<file path="src/rtl/dlsr_pkg.sv">
// ----------------------------------------------------------------------------
// dlsr_pkg
// shared types, constants and helpers of the display list stream receiver
// ----------------------------------------------------------------------------
package dlsr_pkg;

   localparam int MAX_INSTR   = 20;
   localparam int NUM_STRINGS = 8;
   localparam int STRING_LEN  = 256;
   localparam int NBUF        = 3;
   localparam int NPARAM      = 8;

   localparam int WORD_W  = 32;
   localparam int PTR_W   = 2;
   localparam int LEN_W   = 5;
   localparam int PHASE_W = 4;
   localparam int SEL_W   = 3;
   localparam int BC_W    = 8;
   localparam int KIND_W  = 2;
   localparam int CSR_W   = 2;

   localparam int QDEPTH  = 2;
   localparam int QIDX_W  = (QDEPTH > 1) ? $clog2(QDEPTH) : 1;
   localparam int QCNT_W  = $clog2(QDEPTH + 1);

   // parse phases: parameter phases are 0 .. NPARAM-1
   localparam logic [PHASE_W-1:0] PH_OPCODE = PHASE_W'(NPARAM);
   localparam logic [PHASE_W-1:0] PH_SLOT   = PHASE_W'(NPARAM + 1);
   localparam logic [PHASE_W-1:0] PH_BYTES  = PHASE_W'(NPARAM + 2);

   // write kinds
   localparam logic [KIND_W-1:0] KIND_NONE   = 2'd0;
   localparam logic [KIND_W-1:0] KIND_OPCODE = 2'd1;
   localparam logic [KIND_W-1:0] KIND_PARAM  = 2'd2;
   localparam logic [KIND_W-1:0] KIND_BYTE   = 2'd3;

   // register indexes
   localparam logic [CSR_W-1:0] CSR_START  = 2'd0;
   localparam logic [CSR_W-1:0] CSR_SUBMIT = 2'd1;
   localparam logic [CSR_W-1:0] CSR_STRING = 2'd2;

   // item commands
   localparam logic CMD_WORD  = 1'b0;
   localparam logic CMD_FRAME = 1'b1;

   // classified item travelling from front to back
   typedef struct packed {
      logic              cmd;
      logic [WORD_W-1:0] word;
      logic              is_start;
      logic              is_submit;
      logic              is_string;
      logic              is_zero;
   } entry_type;

   function automatic logic [PTR_W-1:0] ptr_inc(input logic [PTR_W-1:0] p);
      ptr_inc = (p == PTR_W'(NBUF - 1)) ? '0 : p + 1'b1;
   endfunction

   function automatic logic [PTR_W-1:0] ptr_dec(input logic [PTR_W-1:0] p);
      ptr_dec = (p == '0) ? PTR_W'(NBUF - 1) : p - 1'b1;
   endfunction

endpackage

</file>
<file path="src/rtl/dlsr_front.sv">
// ----------------------------------------------------------------------------
// dlsr_front
// token registers and classification of incoming items
// ----------------------------------------------------------------------------
module dlsr_front (
   input  logic                               clock,
   input  logic                               reset,
   input  logic                               req_valid,
   output logic                               req_ready,
   input  logic                               req_cmd,
   input  logic [dlsr_pkg::WORD_W-1:0]        req_word,
   input  logic                               csr_valid,
   output logic                               csr_ready,
   input  logic [dlsr_pkg::CSR_W-1:0]         csr_index,
   input  logic [dlsr_pkg::WORD_W-1:0]        csr_data,
   input  logic                               q_ready,
   output logic                               q_push,
   output dlsr_pkg::entry_type                q_entry
);

   logic [dlsr_pkg::WORD_W-1:0] start_tok_ff,  start_tok_in;
   logic [dlsr_pkg::WORD_W-1:0] submit_tok_ff, submit_tok_in;
   logic [dlsr_pkg::WORD_W-1:0] string_tok_ff, string_tok_in;

   assign csr_ready = 1'b1;
   assign req_ready = q_ready;
   assign q_push    = req_valid & q_ready;

   always_comb begin
      start_tok_in  = start_tok_ff;
      submit_tok_in = submit_tok_ff;
      string_tok_in = string_tok_ff;
      if (csr_valid) begin
         case (csr_index)
            dlsr_pkg::CSR_START:  start_tok_in  = csr_data;
            dlsr_pkg::CSR_SUBMIT: submit_tok_in = csr_data;
            dlsr_pkg::CSR_STRING: string_tok_in = csr_data;
            default: ;
         endcase
      end
   end

   always_ff @(posedge clock) begin
      if (reset) begin
         start_tok_ff  <= dlsr_pkg::WORD_W'(1);
         submit_tok_ff <= dlsr_pkg::WORD_W'(2);
         string_tok_ff <= dlsr_pkg::WORD_W'(3);
      end else begin
         start_tok_ff  <= start_tok_in;
         submit_tok_ff <= submit_tok_in;
         string_tok_ff <= string_tok_in;
      end
   end

   always_comb begin
      q_entry.cmd       = req_cmd;
      q_entry.word      = req_word;
      q_entry.is_start  = (req_word == start_tok_ff);
      q_entry.is_submit = (req_word == submit_tok_ff);
      q_entry.is_string = (req_word == string_tok_ff);
      q_entry.is_zero   = (req_word == '0);
   end

endmodule

</file>
<file path="src/rtl/dlsr_queue.sv">
// ----------------------------------------------------------------------------
// dlsr_queue
// short shifting queue of classified items between front and back
// ----------------------------------------------------------------------------
module dlsr_queue (
   input  logic                clock,
   input  logic                reset,
   input  logic                push,
   input  dlsr_pkg::entry_type push_entry,
   output logic                push_ready,
   input  logic                pop,
   output logic                head_valid,
   output dlsr_pkg::entry_type head
);

   dlsr_pkg::entry_type              slot_ff [dlsr_pkg::QDEPTH];
   dlsr_pkg::entry_type              slot_in [dlsr_pkg::QDEPTH];
   logic [dlsr_pkg::QCNT_W-1:0]      count_ff, count_in;
   logic [dlsr_pkg::QCNT_W-1:0]      count_kept;

   assign push_ready = (count_ff != dlsr_pkg::QCNT_W'(dlsr_pkg::QDEPTH));
   assign head_valid = (count_ff != '0);
   assign head       = slot_ff[0];

   always_comb begin
      slot_in    = slot_ff;
      count_kept = count_ff - dlsr_pkg::QCNT_W'(pop);
      if (pop) begin
         for (int i = 0; i < dlsr_pkg::QDEPTH - 1; i++) begin
            slot_in[i] = slot_ff[i + 1];
         end
      end
      if (push) begin
         slot_in[count_kept[dlsr_pkg::QIDX_W-1:0]] = push_entry;
      end
      count_in = count_kept + dlsr_pkg::QCNT_W'(push);
   end

   always_ff @(posedge clock) begin
      slot_ff <= slot_in;
   end

   always_ff @(posedge clock) begin
      if (reset) begin
         count_ff <= '0;
      end else begin
         count_ff <= count_in;
      end
   end

`ifndef SYNTHESIS
   a_no_overflow: assert property (@(posedge clock) disable iff (reset)
      count_ff <= dlsr_pkg::QCNT_W'(dlsr_pkg::QDEPTH))
      else $error("queue count beyond depth");
   a_pop_needs_item: assert property (@(posedge clock) disable iff (reset)
      pop |-> head_valid)
      else $error("pop from empty queue");
   a_count_track: assert property (@(posedge clock) disable iff (reset)
      (push && !pop) |=> count_ff == $past(count_ff) + 1'b1)
      else $error("queue count lost a push");
`endif

endmodule

</file>
<file path="src/rtl/dlsr_back.sv">
// ----------------------------------------------------------------------------
// dlsr_back
// list parser state, buffer rotation and the registered result
// ----------------------------------------------------------------------------
module dlsr_back (
   input  logic                               clock,
   input  logic                               reset,
   input  logic                               head_valid,
   input  dlsr_pkg::entry_type                head,
   output logic                               pop,
   output logic                               rsp_valid,
   input  logic                               rsp_ready,
   output logic [dlsr_pkg::KIND_W-1:0]        rsp_write_kind,
   output logic [dlsr_pkg::PTR_W-1:0]         rsp_target_buffer,
   output logic [dlsr_pkg::LEN_W-1:0]         rsp_instr_slot,
   output logic [2:0]                         rsp_param_slot,
   output logic [dlsr_pkg::SEL_W-1:0]         rsp_string_slot,
   output logic [dlsr_pkg::BC_W-1:0]          rsp_char_pos,
   output logic [dlsr_pkg::WORD_W-1:0]        rsp_write_value,
   output logic                               rsp_list_committed,
   output logic                               rsp_read_advanced,
   output logic [dlsr_pkg::PTR_W-1:0]         rsp_read_buffer,
   output logic [dlsr_pkg::LEN_W-1:0]         rsp_read_count
);

   logic [dlsr_pkg::PTR_W-1:0]   rd_ptr_ff, rd_ptr_in;
   logic [dlsr_pkg::PTR_W-1:0]   wr_ptr_ff, wr_ptr_in;
   logic                         in_list_ff, in_list_in;
   logic [dlsr_pkg::PHASE_W-1:0] phase_ff, phase_in;
   logic [dlsr_pkg::SEL_W-1:0]   str_sel_ff, str_sel_in;
   logic [dlsr_pkg::BC_W-1:0]    byte_cnt_ff, byte_cnt_in;
   logic [dlsr_pkg::LEN_W-1:0]   len_ff [dlsr_pkg::NBUF];
   logic [dlsr_pkg::LEN_W-1:0]   len_in [dlsr_pkg::NBUF];
   logic                         valid_ff, valid_in;

   logic [dlsr_pkg::KIND_W-1:0]  kind_ff, kind_in;
   logic [dlsr_pkg::PTR_W-1:0]   tgt_ff, tgt_in;
   logic [dlsr_pkg::LEN_W-1:0]   islot_ff, islot_in;
   logic [2:0]                   pslot_ff, pslot_in;
   logic [dlsr_pkg::SEL_W-1:0]   sslot_ff, sslot_in;
   logic [dlsr_pkg::BC_W-1:0]    pos_ff, pos_in;
   logic [dlsr_pkg::WORD_W-1:0]  val_ff, val_in;
   logic                         commit_ff, commit_in;
   logic                         swap_ff, swap_in;
   logic [dlsr_pkg::PTR_W-1:0]   rbuf_ff, rbuf_in;
   logic [dlsr_pkg::LEN_W-1:0]   rcnt_ff, rcnt_in;

   logic [dlsr_pkg::PTR_W-1:0]   wl;
   logic [dlsr_pkg::LEN_W-1:0]   len_cur;
   logic                         has_room;
   logic [dlsr_pkg::BC_W:0]      bc_sum;

   assign pop = head_valid & (~valid_ff | rsp_ready);

   always_comb begin
      rd_ptr_in   = rd_ptr_ff;
      wr_ptr_in   = wr_ptr_ff;
      in_list_in  = in_list_ff;
      phase_in    = phase_ff;
      str_sel_in  = str_sel_ff;
      byte_cnt_in = byte_cnt_ff;
      len_in      = len_ff;
      kind_in     = dlsr_pkg::KIND_NONE;
      tgt_in      = '0;
      islot_in    = '0;
      pslot_in    = '0;
      sslot_in    = '0;
      pos_in      = '0;
      val_in      = '0;
      commit_in   = 1'b0;
      swap_in     = 1'b0;
      wl          = dlsr_pkg::ptr_inc(wr_ptr_ff);
      len_cur     = len_ff[wl];
      has_room    = (len_cur < dlsr_pkg::LEN_W'(dlsr_pkg::MAX_INSTR));
      bc_sum      = {1'b0, byte_cnt_ff} + 1'b1;

      if (head.cmd == dlsr_pkg::CMD_FRAME) begin
         if (wr_ptr_ff != rd_ptr_ff) begin
            rd_ptr_in = dlsr_pkg::ptr_inc(rd_ptr_ff);
            swap_in   = 1'b1;
         end
      end else begin
         if (!in_list_ff) begin
            if (head.is_start) begin
               // reader holds the next buffer: reuse the last committed one
               if (wl == rd_ptr_ff) begin
                  wr_ptr_in = dlsr_pkg::ptr_dec(wr_ptr_ff);
                  wl        = wr_ptr_ff;
               end
               in_list_in = 1'b1;
               phase_in   = dlsr_pkg::PH_OPCODE;
               len_in[wl] = '0;
            end
         end else if (phase_ff == dlsr_pkg::PH_OPCODE) begin
            if (head.is_submit) begin
               if (wl != rd_ptr_ff) begin
                  wr_ptr_in = wl;
                  commit_in = 1'b1;
               end
               in_list_in = 1'b0;
            end else if (head.is_string) begin
               phase_in = dlsr_pkg::PH_SLOT;
            end else begin
               if (has_room) begin
                  kind_in  = dlsr_pkg::KIND_OPCODE;
                  islot_in = len_cur;
                  val_in   = {24'd0, head.word[7:0]};
               end
               phase_in = '0;
            end
         end else if (phase_ff < dlsr_pkg::PH_OPCODE) begin
            if (has_room) begin
               kind_in  = dlsr_pkg::KIND_PARAM;
               islot_in = len_cur;
               pslot_in = phase_ff[2:0];
               val_in   = head.word;
            end
            // last parameter steps straight into the opcode phase
            phase_in = phase_ff + 1'b1;
            if (phase_in == dlsr_pkg::PH_OPCODE && has_room) begin
               len_in[wl] = len_cur + 1'b1;
            end
         end else if (phase_ff == dlsr_pkg::PH_SLOT) begin
            if (head.word[7:0] >= 8'(dlsr_pkg::NUM_STRINGS)) begin
               str_sel_in = dlsr_pkg::SEL_W'(dlsr_pkg::NUM_STRINGS - 1);
            end else begin
               str_sel_in = head.word[dlsr_pkg::SEL_W-1:0];
            end
            byte_cnt_in = '0;
            phase_in    = dlsr_pkg::PH_BYTES;
         end else begin
            kind_in  = dlsr_pkg::KIND_BYTE;
            sslot_in = str_sel_ff;
            if (bc_sum >= (dlsr_pkg::BC_W + 1)'(dlsr_pkg::STRING_LEN)) begin
               byte_cnt_in = dlsr_pkg::BC_W'(dlsr_pkg::STRING_LEN - 1);
               pos_in      = dlsr_pkg::BC_W'(dlsr_pkg::STRING_LEN - 1);
               val_in      = '0;
            end else begin
               byte_cnt_in = bc_sum[dlsr_pkg::BC_W-1:0];
               pos_in      = byte_cnt_ff;
               val_in      = {24'd0, head.word[7:0]};
            end
            if (head.is_zero) begin
               phase_in = dlsr_pkg::PH_OPCODE;
            end
         end
         tgt_in = wl;
      end

      rbuf_in = rd_ptr_in;
      rcnt_in = len_in[rd_ptr_in];

      valid_in = valid_ff;
      if (pop) begin
         valid_in = 1'b1;
      end else if (rsp_ready) begin
         valid_in = 1'b0;
      end
   end

   always_ff @(posedge clock) begin
      if (reset) begin
         rd_ptr_ff   <= '0;
         wr_ptr_ff   <= '0;
         in_list_ff  <= 1'b0;
         phase_ff    <= dlsr_pkg::PH_OPCODE;
         str_sel_ff  <= '0;
         byte_cnt_ff <= '0;
         for (int i = 0; i < dlsr_pkg::NBUF; i++) begin
            len_ff[i] <= '0;
         end
         valid_ff    <= 1'b0;
      end else begin
         if (pop) begin
            rd_ptr_ff   <= rd_ptr_in;
            wr_ptr_ff   <= wr_ptr_in;
            in_list_ff  <= in_list_in;
            phase_ff    <= phase_in;
            str_sel_ff  <= str_sel_in;
            byte_cnt_ff <= byte_cnt_in;
            len_ff      <= len_in;
         end
         valid_ff <= valid_in;
      end
   end

   always_ff @(posedge clock) begin
      if (pop) begin
         kind_ff   <= kind_in;
         tgt_ff    <= tgt_in;
         islot_ff  <= islot_in;
         pslot_ff  <= pslot_in;
         sslot_ff  <= sslot_in;
         pos_ff    <= pos_in;
         val_ff    <= val_in;
         commit_ff <= commit_in;
         swap_ff   <= swap_in;
         rbuf_ff   <= rbuf_in;
         rcnt_ff   <= rcnt_in;
      end
   end

   assign rsp_valid          = valid_ff;
   assign rsp_write_kind     = kind_ff;
   assign rsp_target_buffer  = tgt_ff;
   assign rsp_instr_slot     = islot_ff;
   assign rsp_param_slot     = pslot_ff;
   assign rsp_string_slot    = sslot_ff;
   assign rsp_char_pos       = pos_ff;
   assign rsp_write_value    = val_ff;
   assign rsp_list_committed = commit_ff;
   assign rsp_read_advanced  = swap_ff;
   assign rsp_read_buffer    = rbuf_ff;
   assign rsp_read_count     = rcnt_ff;

`ifndef SYNTHESIS
   a_len_bound: assert property (@(posedge clock) disable iff (reset)
      len_ff[0] <= dlsr_pkg::LEN_W'(dlsr_pkg::MAX_INSTR) &&
      len_ff[1] <= dlsr_pkg::LEN_W'(dlsr_pkg::MAX_INSTR) &&
      len_ff[2] <= dlsr_pkg::LEN_W'(dlsr_pkg::MAX_INSTR))
      else $error("list length beyond limit");
   a_ptr_range: assert property (@(posedge clock) disable iff (reset)
      rd_ptr_ff != 2'd3 && wr_ptr_ff != 2'd3)
      else $error("buffer pointer out of range");
   a_string_in_list: assert property (@(posedge clock) disable iff (reset)
      (phase_ff == dlsr_pkg::PH_SLOT || phase_ff == dlsr_pkg::PH_BYTES) |-> in_list_ff)
      else $error("string upload outside a list");
   a_frame_no_write: assert property (@(posedge clock) disable iff (reset)
      (pop && head.cmd == dlsr_pkg::CMD_FRAME) |=>
      (kind_ff == dlsr_pkg::KIND_NONE && !commit_ff))
      else $error("frame start produced a write");
`endif

endmodule

</file>
<file path="src/rtl/display_list_stream_receiver.sv">
// ----------------------------------------------------------------------------
// display_list_stream_receiver
// result path: an accepted item waits in a queue slot register, then the parser registers its result
// throughput: one item per cycle while rsp_ready does not hold a result back, set by the parser step
// a two-entry queue lets the front keep taking items while a result waits
// reset: synchronous; tokens return to 1, 2, 3, all buffers empty
// ----------------------------------------------------------------------------
module display_list_stream_receiver (
   input  logic                          clock,
   input  logic                          reset,
   input  logic                          req_valid,
   output logic                          req_ready,
   input  logic                          req_cmd,
   input  logic [dlsr_pkg::WORD_W-1:0]   req_word,
   output logic                          rsp_valid,
   input  logic                          rsp_ready,
   output logic [dlsr_pkg::KIND_W-1:0]   rsp_write_kind,
   output logic [dlsr_pkg::PTR_W-1:0]    rsp_target_buffer,
   output logic [dlsr_pkg::LEN_W-1:0]    rsp_instr_slot,
   output logic [2:0]                    rsp_param_slot,
   output logic [dlsr_pkg::SEL_W-1:0]    rsp_string_slot,
   output logic [dlsr_pkg::BC_W-1:0]     rsp_char_pos,
   output logic [dlsr_pkg::WORD_W-1:0]   rsp_write_value,
   output logic                          rsp_list_committed,
   output logic                          rsp_read_advanced,
   output logic [dlsr_pkg::PTR_W-1:0]    rsp_read_buffer,
   output logic [dlsr_pkg::LEN_W-1:0]    rsp_read_count,
   input  logic                          csr_valid,
   output logic                          csr_ready,
   input  logic [dlsr_pkg::CSR_W-1:0]    csr_index,
   input  logic [dlsr_pkg::WORD_W-1:0]   csr_data
);

   logic                q_push;
   logic                q_ready;
   logic                q_pop;
   logic                q_head_valid;
   dlsr_pkg::entry_type q_entry;
   dlsr_pkg::entry_type q_head;

   dlsr_front u_front (
      .clock     (clock),
      .reset     (reset),
      .req_valid (req_valid),
      .req_ready (req_ready),
      .req_cmd   (req_cmd),
      .req_word  (req_word),
      .csr_valid (csr_valid),
      .csr_ready (csr_ready),
      .csr_index (csr_index),
      .csr_data  (csr_data),
      .q_ready   (q_ready),
      .q_push    (q_push),
      .q_entry   (q_entry)
   );

   dlsr_queue u_queue (
      .clock      (clock),
      .reset      (reset),
      .push       (q_push),
      .push_entry (q_entry),
      .push_ready (q_ready),
      .pop        (q_pop),
      .head_valid (q_head_valid),
      .head       (q_head)
   );

   dlsr_back u_back (
      .clock              (clock),
      .reset              (reset),
      .head_valid         (q_head_valid),
      .head               (q_head),
      .pop                (q_pop),
      .rsp_valid          (rsp_valid),
      .rsp_ready          (rsp_ready),
      .rsp_write_kind     (rsp_write_kind),
      .rsp_target_buffer  (rsp_target_buffer),
      .rsp_instr_slot     (rsp_instr_slot),
      .rsp_param_slot     (rsp_param_slot),
      .rsp_string_slot    (rsp_string_slot),
      .rsp_char_pos       (rsp_char_pos),
      .rsp_write_value    (rsp_write_value),
      .rsp_list_committed (rsp_list_committed),
      .rsp_read_advanced  (rsp_read_advanced),
      .rsp_read_buffer    (rsp_read_buffer),
      .rsp_read_count     (rsp_read_count)
   );

endmodule
</file>
<file path="config.mk">
export PLATFORM = sky130hd
export DESIGN_NAME = display_list_stream_receiver
export DESIGN_NICKNAME = d
export VERILOG_FILES = /design/src/rtl/dlsr_pkg.sv /design/src/rtl/dlsr_front.sv /design/src/rtl/dlsr_queue.sv /design/src/rtl/dlsr_back.sv /design/src/rtl/display_list_stream_receiver.sv
export SDC_FILE = /design/constraint.sdc
export NUM_CORES = 1
export LEC_CHECK = 0
export BUFFER_PORTS_ARGS = -buffer_cell sky130_fd_sc_hd__buf_2
export CORE_MARGIN = 3
export CORE_UTILIZATION = 59
export DETAILED_ROUTE_END_ITERATION = 10
export GPL_TIMING_DRIVEN = 0
export HOLD_SLACK_MARGIN = 0.12
export PLACE_DENSITY = 0.82
export SYNTH_ARGS = -nofsm -noshare
export SYNTH_HDL_FRONTEND = slang
export SYNTH_SLANG_ARGS = --single-unit
</file>
<file path="constraint.sdc">
create_clock -name clock -period 8.3 [get_ports clock]
set_input_delay 2.49 -clock clock [delete_from_list [all_inputs] [get_ports clock]]
set_output_delay 2.49 -clock clock [all_outputs]
set_load 0.05 [all_outputs]
</file>
# Yosys cells after proc, flatten, opt, wreduce, memory -nomap -nowiden
# Index checks and enable logic that the tools add are counted.
# word_totals
ff_bits	272
# classes
n_eq_ne	19
n_mux	79
n_reduce_logical	23
bitwise_logic	16
n_addsub	8
n_lt_le_gt_ge	11
# ops
operator	n
2-to-1 mux 32 bit	6
== test 32 bit	3
2-to-1 mux 15 bit	6
bitwise mux 74 bit	1
2-to-1 mux 37 bit	2
2-to-1 mux 74 bit	1
2-to-1 mux 5 bit	11
2-to-1 mux 2 bit	23
2-to-1 mux 8 bit	5
demux 37 bit (select 1 bit)	1
logical NOT 32 bit	1
2-to-1 mux 4 bit	8
binary-select mux 5 bit (select 2 bit)	2
demux 5 bit (select 2 bit)	2
AND 15 bit	1
bitwise mux 15 bit	1
NOT 15 bit	1
== test 4 bit (second input constant)	3
AND reduction 5 bit	2
OR reduction 5 bit	2
adder 8 x 1 -> 9 bit (second input constant)	1
>= comparator 3 bit (second input constant)	3
>= comparator 9 bit (second input constant)	1
2-to-1 mux 1 bit	9
other kinds (33)	60

# Longest topological paths before layout
# depth
depth_word	20
ltp_mapped	14

# By module
# Synthesis repeated with hierarchy kept, for this count alone.
# hier_totals
cells_unflattened	1381
area_unflattened_um2	13076.3
# modules_own_cells
module	n_inst	seq_area_each_um2	cells_per_inst	area_per_inst_um2
dlsr_back	1	2642.5	533	5246.3
dlsr_front	1	1921.8	599	4734.5
dlsr_queue	1	1891.8	249	3095.5

# Least setup slack after synthesis
# Ideal clock, no wire load.
# synth_timing
kind	input to register
startpoint	input rsp_ready
endpoint	register u_queue.count_ff[1] in the netlist's numbering
path_stages	10
setup_slack_ps	1317
required_time_ps	8172
arrival_ps	6856
setup_time_ps	128
path_buffers	1
path_cell_list	nand2b_1 > o21ai_1 > clkinv_1 > clkbuf_1 > ha_1 > inv_1 > ha_1 > xor2_1 > xnor2_1 > nor2_1
# synth_between
elab_chain_cells	4
# synth_lines
item	line	rtl
start, declared	display_list_stream_receiver.sv:16	input logic rsp_ready,
OR 1 bit	dlsr_back.sv:53	assign pop = head_valid & (~valid_ff | rsp_ready);
AND 1 bit	dlsr_back.sv:53	
named net q_pop	display_list_stream_receiver.sv:36	logic q_pop;
subtractor 2 x 1 -> 2 bit	dlsr_queue.sv:27	count_kept = count_ff - dlsr_pkg::QCNT_W'(pop);
adder 2 x 1 -> 2 bit	dlsr_queue.sv:36	count_in = count_kept + dlsr_pkg::QCNT_W'(push);
end signal, assigned	dlsr_queue.sv:47	count_ff <= count_in;
end, declared	dlsr_queue.sv:18	logic [dlsr_pkg::QCNT_W-1:0] count_ff, count_in;
# The timed path passes the listed nets, and every way through them passes these cells.
# A chain may end at the register's enable or synchronous reset.

==> flow_metrics.tcl <==
set metrics [dict create \
    maxCapViolCount 0 \
    yosysUniqueCellTypes 69 \
    ff_latch_area_um2 6460 \
    grt_pass1_wl_um 54200 \
    cts_buffer_depth 3 \
    skew_ns 0.0222 \
    htreeDepth 1 \
    min_delay_path_depth 2 \
    p_leak_nw 5.54 \
    use_met3_pct 4.55 \
    cp_cell_sequence "buf_2 -> nand2b_1 -> o21ai_1 -> clkinv_1 -> clkbuf_4 -> ha_1 -> nand2_1 -> clkbuf_1 -> buf_1 -> nor2_1 -> a31oi_1" \
    syn2layout_area_growth_pct 15.8 \
    multi_input_area_um2 5390 \
    first_global_vias 10100 \
    rsz0062_at_grt "false" \
    antenna_found_initial 0 \
    worstSetupStartpointType "input port" \
    hp-class "register to register" \
    ys_seq_area_share_pct 52.3 \
    async_reset_ff_share_pct 0 \
    hold-path-endpoint "u_front.string_tok_ff[29]$_SDFFE_PP0P_" \
    drt-total-wl_um 35600 \
    cts_resized 0 \
    gr-total-overflow 0 \
    r2r_end "u_queue.head[13]$_DFF_P_" \
    grt.met1_usage_pct 44.6 \
    critical-path-max-stage-delay_ns 0.68 \
    ir_drop_uv 240 \
    ioPinCount 139 \
    holdWs_ns 0.468 \
    netlist_area_um2 12300 \
    cts.hold.buffers_added 0 \
    synth_nets 1449 \
    fin_crit_ns 5.97 \
    required_ns 8.77 \
    drt-wirelength-per-cell_um 19.5 \
    placed_cell_area_um2 13400 \
    postCtsSetupRepairBufs 0 \
    p_per_area_nw_per_um2 322 \
    grt.busiest_layer "met2" \
    cp-end-kind "register" \
    relSlewSlack_pct 30.6 \
    stdcell_count 1825 \
    tightest_slew_ns 1.03 \
    dp_hpwl_um 25700 \
    via_per_inst 5.91 \
    ys_ff_latch 272 \
    syn_avg_cell_area_um2 9.05 \
    outcome "complete, no violations" \
    io_buffers 136 \
    dieHeight_um 151 \
    holdCritStartpoint "u_front.string_tok_ff[29]$_SDFFE_PP0P_" \
    clk_latency_ns 0.56 \
    dr.first_iter.drc_count 1118 \
    timing.rr.start "u_queue.count_ff[1]$_SDFF_PP0_" \
    fin_total_pwr_mw 4.61 \
    ys_warn_count 0 \
    place.gp.congestion 0.982 \
    synth_ff_type "dfxtp_1" \
    met2_usage_pct 47.7 \
    grt.total_usage_pct 30.7 \
    nets 1616 \
    die_w_um 151 \
    synth_edf_count 101 \
    grt_max_degree 75 \
    design.core.area_um2 20400 \
    maxSlewViolCount 0 \
    cts_tree "built" \
    drt-pass1-iter-count 5 \
    dp.cells 1770 \
    clk_pin_slew_worst_paths_ns 0.06 \
    fillers 1601 \
    hold_viol 0 \
    path_class "input port to register" \
    fin_crit_sh_pct 71.9 \
    crit_fanout 74 \
    cts_made_buffers 29 \
    drc 0 \
    arrival_ns 6.44 \
    r2r_cells 9 \
    slowest_stage "clkbuf_4" \
    r2r_setup_slack_ns 3.90 \
    rows 52 \
    cts.sinks 272 \
    ant_nets 0 \
    max_freq_mhz 167 \
    start_util_pct 60.4 \
    setup_viol 0 \
    route.vias.total 10800 \
    clockRootBuffer "clkbuf_16" \
    dieArea_um2 22700 \
    design_area_um2 14300 \
    syn_inst 1364 \
    drive_above_1_share_pct 13.1 \
]
-- placed cells by master (no fill, tap or decap), types with 14 or more instances in the layout --
cell       instances
nor2_1            82
nor2b_1           14
xor2_1            99
edfxtp_1         101
nand3_1           16
clkbuf_1         106
o21ai_0           22
nor3_1            18
clkbuf_16         29
nand2_1          303
buf_2            140
a21oi_1          133
and2_1            37
inv_1             18
dfxtp_1          171
a31oi_1           42
nor4_1            37
-- routing by layer --
metal  share of wire, %  up-vias
met5                  0        -
met1                 43     5134
li1                   -     5036
met4                2.9        0
met3                9.6       84
met2                 45      533
-- cell families after synthesis --
kind of cell | after synthesis | share of synthesized area (%)
other cells | 1 | 0.0304
flops | 272 | 52.3
buf+inv | 130 | 4.12
compound gates | 266 | 12.8
fa+ha+maj | 13 | 1.32
xor+xnor | 106 | 7.58
simple gates | 563 | 20.8
mux | 13 | 1.09
-- critical path: cells and delay by family --
family | cells | cell delay (ns)
and+or+nand+nor | 3 | 0.43
adders and majority gates | 1 | 0.52
AOI/OAI and AO/OA | 2 | 0.75
buffers and inverters | 5 | 2.19
-- how the worst max path moves through the flow --
stage	start	to	slack, ns
2_1_floorplan	rsp_ready	u_queue.count_ff[1]$_SDFF_PP0_	1.32
3_3_place_gp	rsp_ready	u_queue.count_ff[1]$_SDFF_PP0_	-0.32
3_5_place_dp	rsp_ready	u_queue.count_ff[1]$_SDFF_PP0_	1.77
4_1_cts	rsp_ready	u_queue.count_ff[1]$_SDFF_PP0_	2.32
5_1_grt	rsp_ready	u_queue.count_ff[1]$_SDFF_PP0_	2.06
6_report	rsp_ready	u_queue.head[13]$_DFF_P_	2.33
-- cell type report --
| class | instances | share of cell area, % |
|---|---|---|
| flip-flops and latches | 272 | 45.2 |
| diodes | 1 | 0.0175 |
| clock buffers | 42 | 5.70 |
| inverters | 19 | 0.499 |
| multi-input cells | 962 | 37.7 |
| plain buffers | 111 | 3.09 |
| repair buffers | 136 | 4.76 |
| well taps | 270 | 2.36 |
| clock inverters | 12 | 0.753 |
-- cell usage after synthesis, types with 14 or more instances --
| cell type | number | area (um^2) |
|---|---|---|
| a21oi_1 | 133 | 666 |
| a31oi_1 | 42 | 263 |
| and2_1 | 37 | 231 |
| clkbuf_1 | 98 | 368 |
| dfxtp_1 | 171 | 3420 |
| edfxtp_1 | 101 | 3030 |
| inv_1 | 18 | 67.6 |
| nand2_1 | 303 | 1140 |
| nand3_1 | 16 | 80.1 |
| nor2_1 | 82 | 308 |
| nor2b_1 | 14 | 87.6 |
| nor3_1 | 18 | 90.1 |
| nor4_1 | 37 | 231 |
| o21ai_0 | 22 | 110 |
| xor2_1 | 99 | 867 |
-- power by group --
| group | total [mW] | switching [mW] | internal [mW] |
|---|---|---|---|
| Sequential | 1.87 | 0.116 | 1.76 |
| Clock | 1.26 | 0.539 | 0.717 |
| Combinational | 1.48 | 1.13 | 0.351 |
| Total | 4.61 | 1.78 | 2.82 |
-- through the flow --
step | setup TNS [ns] | utilization (%) | setup WS, ns
6_report | 0 | 70.0 | 2.33
5_1_grt | 0 | 70.0 | 2.06
4_1_cts | 0 | 70.0 | 2.32
3_5_place_dp | 0 | 65.5 | 1.77
3_3_place_gp | -6.20 | 65.4 | -0.320
2_1_floorplan | 0 | - | 1.32
Power figures use the tool's default switching activity.
